==> config.mk <==
export PLATFORM = sky130hd
export DESIGN_NAME = ehash_ram
export DESIGN_NICKNAME = d
export VERILOG_FILES = /design/src/rtl/ehash_ram.sv
export SDC_FILE = /design/constraint.sdc
export NUM_CORES = 2
export LEC_CHECK = 0
export ABC_AREA = 1
export BUFFER_PORTS_ARGS = -buffer_cell sky130_fd_sc_hd__buf_2
export CAP_MARGIN = 20
export CORE_MARGIN = 2
export CORE_UTILIZATION = 45
export CTS_CLUSTER_DIAMETER = 30
export DETAILED_ROUTE_END_ITERATION = 7
export SKIP_LAST_GASP = 1
export SYNTH_ARGS = -nofsm -noshare
export SYNTH_HDL_FRONTEND = slang
export SYNTH_SLANG_ARGS = --single-unit
==> constraint.sdc <==
create_clock -name clk -period 2.3 [get_ports clk]
set_input_delay 0.46 -clock clk [delete_from_list [all_inputs] [get_ports clk]]
set_output_delay 0.46 -clock clk [all_outputs]
set_load 0.03 [all_outputs]
==> src/rtl/ehash_ram.sv <==
// Simple dual-port RAM: one write port, one registered read port.
`default_nettype none
module ehash_ram #(
  parameter int WIDTH  = 8,
  parameter int DEPTH  = 256,
  parameter int ADDR_W = 8
) (
  input  wire logic              clk,
  input  wire logic              we,
  input  wire logic [ADDR_W-1:0] waddr,
  input  wire logic [WIDTH-1:0]  wdata,
  input  wire logic [ADDR_W-1:0] raddr,
  output logic      [WIDTH-1:0]  rdata
);
  logic [WIDTH-1:0] mem [DEPTH];

  always_ff @(posedge clk) begin
    if (we) begin
      mem[waddr] <= wdata;
    end
  end

  always_ff @(posedge clk) begin
    rdata <= mem[raddr];
  end
endmodule
`default_nettype wire

==> results.md <==
* Outcome: completed
* Post-route minimum period at 2.216 ns
* Critical path fanouts, max at 1
* RSZ-0062 raised after global routing: no
* DP HPWL at 152900 µm
* Slew HR at around half
* FF-to-FF End: rdata[4]$_DFF_P_
* Slew @ Worst Pin at 0.7435 ns
* First-pass DRT Iterations at 6
* Crit end category: output pin
* Max Slew Vio Count at 0
* Syn_area_per_cell at 11.91 µm²
* # DRC at 0
* Commonest non-fill, non-tap cell in the layout: nand2_1
* Fillcell total at 14690
* Final Total Pwr at 107.2 mW
* Fraction of the mapped netlist area in adder cells at 0%
* Layout area overhead at 27.22%
* #FFs+latches synth at 2056
* Worst IR Drop VDD at 0.8613 mV
* Fraction of the mapped netlist area in simple logic gates at about 23%
* Min Hold Slack at 0.04693 ns
* Static Leak at just under 40 nW
* Antenna Nets Post-Route at 0
* Crit start category: register
* PD cells at a little over 1000 nW/µm²
* Largest net degree at the start of global routing at 99
* Final core utilization at 57.40%
* Num rows at approximately 160
* R2R depth at 11
* CTS max path bufs at 4
* Crit-path slowest cell: dfxtp_1
* Worst skew pair latency at between 0.9 and 1 ns
* Num ports at 34
* XOR/XNOR share of the synthesized area at 0%
* CTS tree: built
* CTS buffer count at 428
* WP depth at 1
* Yosys cell types at 14
* R2r setup slk at approximately 0.35 ns
* Mapped cell area at 83400 µm²
* CP endpoint: rdata[6]
* Initial DRC count at 6521
* Die ar. at 188800 µm²
* Vias in the first global route at about 57000
* Synth Net Count at 7029
* # Max-Cap Violations at 0
* Sequential fraction of the synthesis area at roughly 74%
* Final period util at 96.34%
* Clk root buf: clkbuf_16
* Synth Area in Compound Gates at 0%
* Top achievable clock speed at 0.4513 GHz
* CP Launch Point: rdata[6]$_DFF_P_
* Die H at between 400 and 500 µm
* Final Hold Fails at 0
* CP arrival at 1.76 ns
* # H-tree levels at 5
* Commonest non-fill, non-tap cells in the layout: 2113 x nand2_1, 2048 x edfxtp_1, 2019 x nand3_1
* Vias at a little under 60000
* Setup Viol. Count Final at 0
* Die W at ~430 µm
* Total Wirelength at ~250000 µm
* Core area at 184800 µm²
* Worst Clk Skew at between 0.06 and 0.07 ns
* CTS clk-pin slew, worst paths at roughly 0.050 ns
* Initial antenna violation count at 9
* Gr usage total at 26.01%
* Starting Density at 45.12%
* Placer Congestion at roughly 0.92
* Reg2reg start: mem[141][4]$_DFFE_PP_
* Clk sinks at 2056
* CP delay by family, top: flip-flops
* Critical Path Max Stage Delay at 0.56 ns
* Syn. warnings at 0
* Net count reported at finish at 7780
* Worst path required time at 1.84 ns
* CP cell instances: buf_2
* Multiplexer share of the synthesized area at 0%
* Largest family of logic cells by synthesized area: simple AND/OR/NAND/NOR gates
* PortBufs at 33
* Grt ovf at 0
* Cells after synthesis at 7003
* Vias per inst at 5.540
* Fraction of layout cells with a size suffix above 1 at 18.13%
* Crit Path Category: reg2out
* DR WL/cell at approximately 23 µm
* Hold/Removal Path Class: in2reg
* Wire length of the first global-routing pass at roughly 360000 µm
* CP bufs+invs at 1
==> cells by family (layout without fill, tap and decap cells) <==
| group | count (synthesis) | in the layout |
|---|---|---|
| buffers and inverters | 522 | 1620 |
| DFF | 2056 | 2056 |
| other | 0 | 12 |
| and+or+nand+nor | 4425 | 4425 |
==> state kept, by name, summed over array words and instances (netlist names) <==
name / count
mem: 2048
rdata: 8
==> metal layers <==
metal,track usage [%],vias to the layer above,routed length [µm]
met5,0,-,18
met3,4.970,544,21480
li1,-,26610,-
met1,34.73,28920,98220
met2,41.92,2611,117700
met4,10.71,2,9152
==> power by group <==
part / leakage, nW / total [mW] / switching, mW / internal [mW]
clock: 6.89 / 60.2 / 19.5 / 40.7
sequential: 18.5 / 41.5 / 0.0721 / 41.4
combinational: 13.7 / 5.54 / 3.83 / 1.72
==> area by class of cell <==
type                            instances  area (µm²)  share of cell area [%]
Clock buffer                          488       11100                   10.46
Tap cell                             2480        3103                   2.925
Clock inverter                        289        3144                   2.964
Sequential cell                      2056       61660                   58.12
Inverter                               39       180.2                  0.1698
Multi-Input combinational cell       4425       19160                   18.06
Antenna cell                           12       30.03                 0.02830
Timing Repair Buffer                  804        7712                   7.269
==> cells in the mapped netlist <==
library cell / number / share of area (%)
buf_1: 40 / 0.18
buf_2: 268 / 1.6
buf_4: 46 / 0.41
buf_6: 16 / 0.22
buf_8: 1 / 0.018
clkbuf_1: 112 / 0.50
dfxtp_1: 8 / 0.19
edfxtp_1: 2048 / 74
inv_1: 36 / 0.16
inv_2: 2 / 0.0090
inv_4: 1 / 0.0075
nand2_1: 2123 / 9.6
nand3_1: 2019 / 12
nor2_1: 283 / 1.3
==> through the flow <==
stage	setup TNS (ns)	cells	cell area [µm²]	setup WS [ns]
finish	0	10590	106100	0.08412
global route	0	10590	106100	0.1019
CTS	0	10580	106100	0.02977
detailed placement	-3.391	9796	91740	-0.5084
global placement	-3.334	9796	91740	-0.5119
floorplan	0	7003	83400	0.3485
==> timing repair <==
action / CTS / global route
setup endpoints to repair: 2 / 0
hold endpoints to repair: 147 / 0
setup buffers: 0 / 0
hold buffers: 8 / 0
resized for setup: 2 / 0
==> worst min path at each step <==
stage	startpoint	endpoint	slack, ns	cells past startpoint
after CTS	wdata[4]	mem[65][4]$_DFFE_PP_	0.01	1
after global placement	wdata[0]	mem[109][0]$_DFFE_PP_	0.86	1
final	wdata[4]	mem[65][4]$_DFFE_PP_	0.05	1
after detailed placement	wdata[7]	mem[142][7]$_DFFE_PP_	0.86	1
after global routing	wdata[4]	mem[65][4]$_DFFE_PP_	0.02	1
after floorplan	wdata[0]	mem[0][0]$_DFFE_PP_	0.56	0
No activity file was read; power rests on OpenSTA's default activity.
