## src/rtl/ehash_pkg.sv

```systemverilog
// Shared constants and types of the extendible hash table unit.
`default_nettype none
package ehash_pkg;
  localparam int MAX_DEPTH_DEF  = 8;
  localparam int BUCKET_CAP_DEF = 8;
  localparam int KEY_W          = 32;
  localparam int ROW_W          = 31;
  localparam int REC_W          = KEY_W + ROW_W;

  localparam logic [1:0] OP_INSERT = 2'd0;
  localparam logic [1:0] OP_LOOKUP = 2'd1;
  localparam logic [1:0] OP_CLEAR  = 2'd2;

  localparam logic [1:0] ST_OK        = 2'd0;
  localparam logic [1:0] ST_NOT_FOUND = 2'd1;
  localparam logic [1:0] ST_FULL      = 2'd2;
  localparam logic [1:0] ST_BAD_KEY   = 2'd3;

  localparam logic [KEY_W-1:0] BAD_KEY = 32'h8000_0000;

  typedef struct packed {
    logic [KEY_W-1:0] mag;  // absolute value of the key
    logic             bad;  // key has no absolute value
  } hash_res_t;
endpackage
`default_nettype wire

```

## src/rtl/ehash_hash.sv

```systemverilog
// Key hash (absolute value) and bit-reversed directory index.
`default_nettype none
module ehash_hash
  import ehash_pkg::*;
#(
  parameter int MAX_DEPTH = MAX_DEPTH_DEF,
  parameter int AW        = MAX_DEPTH,
  parameter int DW        = $clog2(MAX_DEPTH + 1)
) (
  input  wire logic [KEY_W-1:0] key,
  input  wire logic [DW-1:0]    gd,
  output hash_res_t             res,
  output logic      [AW-1:0]    idx
);
  logic [AW-1:0] rev;
  logic [DW-1:0] sh;

  always_comb begin
    res.mag = key[KEY_W-1] ? (~key + 1'b1) : key;
    res.bad = (key == BAD_KEY);
    for (int i = 0; i < AW; i++) begin
      rev[AW-1-i] = res.mag[i];
    end
    // hash bit 0 lands on the top index bit of a gd-bit index
    sh  = DW'(AW) - gd;
    idx = rev >> sh;
  end
endmodule
`default_nettype wire

```

## config.mk

```make
export PLATFORM = sky130hd
export DESIGN_NAME = ehash_hash
export DESIGN_NICKNAME = d
export VERILOG_FILES = /design/src/rtl/ehash_pkg.sv /design/src/rtl/ehash_hash.sv
export SDC_FILE = /design/constraint.sdc
export NUM_CORES = 1
export LEC_CHECK = 0
export BUFFER_PORTS_ARGS = -buffer_cell sky130_fd_sc_hd__buf_2
export CAP_MARGIN = 20
export CORE_MARGIN = 2
export CORE_UTILIZATION = 43
export DETAILED_ROUTE_END_ITERATION = 12
export PLACE_DENSITY_LB_ADDON = 0.12
export REMOVE_ABC_BUFFERS = 1
export SYNTH_ARGS = -nofsm -noshare
export SYNTH_HDL_FRONTEND = slang
export SYNTH_SLANG_ARGS = --single-unit
```

## constraint.sdc

```tcl
create_clock -name vclk -period 2.4
set_clock_uncertainty 0.05 [all_clocks]
set_input_delay 0.12 -clock vclk [all_inputs]
set_output_delay 0.12 -clock vclk [all_outputs]
set_load 0.005 [all_outputs]
```

==> flow_metrics.py <==
metrics = {
    "final_layout": {
        "final_cells": 243,
        "antenna_cells": 0,
        "nets": 255,
        "layout-drive-gt1-share_pct": 44.19,
        "nClkBuffers": 0,
        "regArea_um2": 0,
        "area_growth_pct": 43.33,
        "seq_cell_count": 0,
    },
    "synthesis": {
        "synth_xor_area_share_pct": 26.33,
        "syn-cell-area_mm2": 0.001031,
        "yosys_warnings": 0,
        "synth_fa_ha_area_share_pct": 2.427,
        "synth_mux_area_share_pct": 5.947,
        "synth_area_leaders": "xnor2_1 (25%), o41ai_1 (5.1%), mux2i_1 (4.9%)",
        "syn_avg_cell_area_um2": 7.312,
        "yosys.area.top_type": "xnor2_1",
        "ys_types": 39,
        "ys_seq_area_share_pct": 0,
        "synth_top_family_by_area": "compound AO/OA/AOI/OAI gates",
        "synth_top_area_share_pct": 25.49,
        "synth_compound_area_share_pct": 30.95,
        "syn_inst": 141,
        "synthSimpleGateAreaFrac_pct": 29.13,
    },
    "die": {
        "coreArea_mm2": 0.002233,
        "fp.dieH_um": 52.97,
        "io_pins": 77,
        "dieArea_mm2": 0.002805,
        "rows": 17,
        "die_w_um": 52.97,
        "start_util_pct": 46.16,
    },
    "sta": {
        "relSlewSlack_pct": 59.27,
        "max_slew.worst_pin.slew_ns": 0.6089,
        "hold_violations": 0,
        "drv_slew": 0,
        "setup_ws_ns": 0.03083,
        "rsz0062_at_grt": "true",
        "setup_viol": 0,
        "fin_crit_ns": 2.369,
        "fmax_ghz": 0.4221,
        "whs_ns": 0.4402,
        "post-route-period-util_pct": 98.72,
    },
    "worst_setup_path": {
        "crit_required_ns": 2.23,
        "crit_slowest_cell": "or4_4",
        "worstPathArrival_ns": 2.20,
        "crit_start": "key[14]",
        "worstSetupEndpointType": "output pin",
        "path_common_cell": "or4_4",
        "path_cells": "buf_6 -> or4_4 -> or4_4 -> or3_4 -> o41ai_4 -> xnor2_1 -> buf_2",
        "cp-endpoint": "res[27]",
        "critPathMaxFanout": 5,
        "worstSetupPathType": "in -> out",
        "slowest_delay_ns": 0.54,
        "startpoint_type": "input port",
    },
    "grt": {
        "grt_pass1_vias": 1207,
        "gr-total-overflow": 0,
        "track_usage_pct": 21.54,
        "grt_max_degree": 22,
        "grt_pass1_wl_mm": 4.843,
        "antenna_found_initial": 0,
    },
    "detailed_routing": {
        "via_per_inst": 5.519,
        "avgRoutedWirePerCell_um": 12.66,
        "ant_nets": 0,
        "vias": 1341,
        "wl_mm": 3.077,
        "dr.pass1.iters": 4,
        "drtIter0Drc": 11,
        "post-route-drc-count": 0,
    },
    "placed_design": {
        "place_ws_ns": 0.002598,
        "dp_hpwl_mm": 2.566,
        "portBuffers": 77,
        "place_inst": 243,
        "place.gp.congestion": 0.8531,
    },
    "cts": {
        "cts-hold-fix-buffers": 0,
        "post_cts_buffers": 0,
        "cts_resized": 0,
    },
    "power": {
        "switching_share_pct": 51.30,
        "power.share.sequential_pct": 0,
        "p_leak_nw": 0.6421,
        "cellInternalPower_uw": 147.0,
        "design_power_total_uw": 301.8,
        "clkPwrFrac_pct": 0,
        "total_switching_power_uw": 154.8,
        "combPwrFrac_pct": 100.0,
        "cellPowerDensity_mw_per_mm2": 204.2,
        "max-vdd-ir-drop_mv": 0.1157,
    },
    "worst_hold_path": {
        "worstHoldPathCells": 3,
        "hp-class": "in -> out",
    },
    "status": {
        "status": "finished clean",
    },
    "run": {
        "drv_cap": 0,
    },
}
==> worst max-delay path: cells and delay by family <==
kind                      cells  cell delay, ns
buffers and inverters         2            0.22
AOI/OAI and AO/OA             1            0.23
xor gates and xnor gates      1            0.15
and+or+nand+nor               3            1.47
==> placed cells by master, fill, tap and decap left out, types with 2 or more instances in the layout <==
cell	synthesis	routed
o31ai_1	6	6
nand2b_1	6	6
nor2_1	7	7
nor3_1	7	7
buf_4	1	5
or3_1	6	6
or4_1	3	3
o21ai_0	10	9
ha_1	2	2
buf_2	1	75
xnor2_1	30	30
o41ai_4	1	2
mux2i_1	5	5
nand3_1	5	5
or3_4	2	2
o22ai_1	2	2
buf_6	0	2
or4_4	3	3
nand2_1	8	8
o221ai_1	3	3
inv_1	4	4
o41ai_1	6	6
==> cells in the mapped netlist (2+ instances only) <==
library cell and n:
xnor2_1 30, nand2b_1 6, mux2i_1 5, o22ai_1 2
inv_1 4, o21ai_0 10, nand3_1 5, or3_4 2
ha_1 2, o31ai_1 6, nand2_1 8, clkbuf_1 6
nor2_1 7, or4_1 3, nor3_1 7, or3_1 6
o221ai_1 3, o41ai_1 6, or4_4 3
==> layout make-up <==
class | count | area, µm²
multi-input combinational | 128 | 988.4
inverter | 5 | 18.77
tap | 28 | 35.03
fill | 212 | 755.7
timing repair buffer | 82 | 435.4
==> through the flow <==
stage | utilization, % | setup TNS, ns | instance area, µm²
after detailed placement | 65.10 | 0 | 1454
after floorplan | - | 0 | 996.0
after CTS | 65.10 | 0 | 1454
after global placement | 65.10 | 0 | 1454
final | 66.16 | 0 | 1478
after global routing | 66.16 | -0.02870 | 1478
==> logic make-up (layout without fill, tap and decap cells) <==
kind of cell	after synthesis	count (layout)
XOR/XNOR	31	31
AO/OA/AOI/OAI	38	38
adder cells (fa/ha/maj)	2	2
buffers and inverters	13	87
multiplexers	6	6
AND/OR/NAND/NOR	51	51
==> power groups by stage <==
stage | sequential [mW] | combinational [mW] | clock (mW)
detailed placement | 0 | 0.297 | 0
global route | 0 | 0.333 | 0
global placement | 0 | 0.290 | 0
floorplan | 0 | 0.153 | 0
CTS | 0 | 0.299 | 0
finish | 0 | 0.302 | 0
==> layer usage <==
layer  global-route usage, %  routed length (µm)  vias up  part of all wire [%]
li1                        -                   -      682                     -
met1                   26.77                1336      617                    43
met2                   41.88                1579       42                    51
met3                   1.130                 161        0                   5.2
met4                   1.282                   0        0                     0
met5                       0                   0        -                     0
==> how the worst min path moves through the flow <==
stage	from	to
2_1_floorplan	key[0]	res[1]
3_3_place_gp	key[19]	res[20]
3_5_place_dp	key[30]	res[31]
4_1_cts	key[30]	res[31]
5_1_grt	key[14]	res[15]
6_report	key[14]	res[15]
Power figures use the tool's default switching activity.
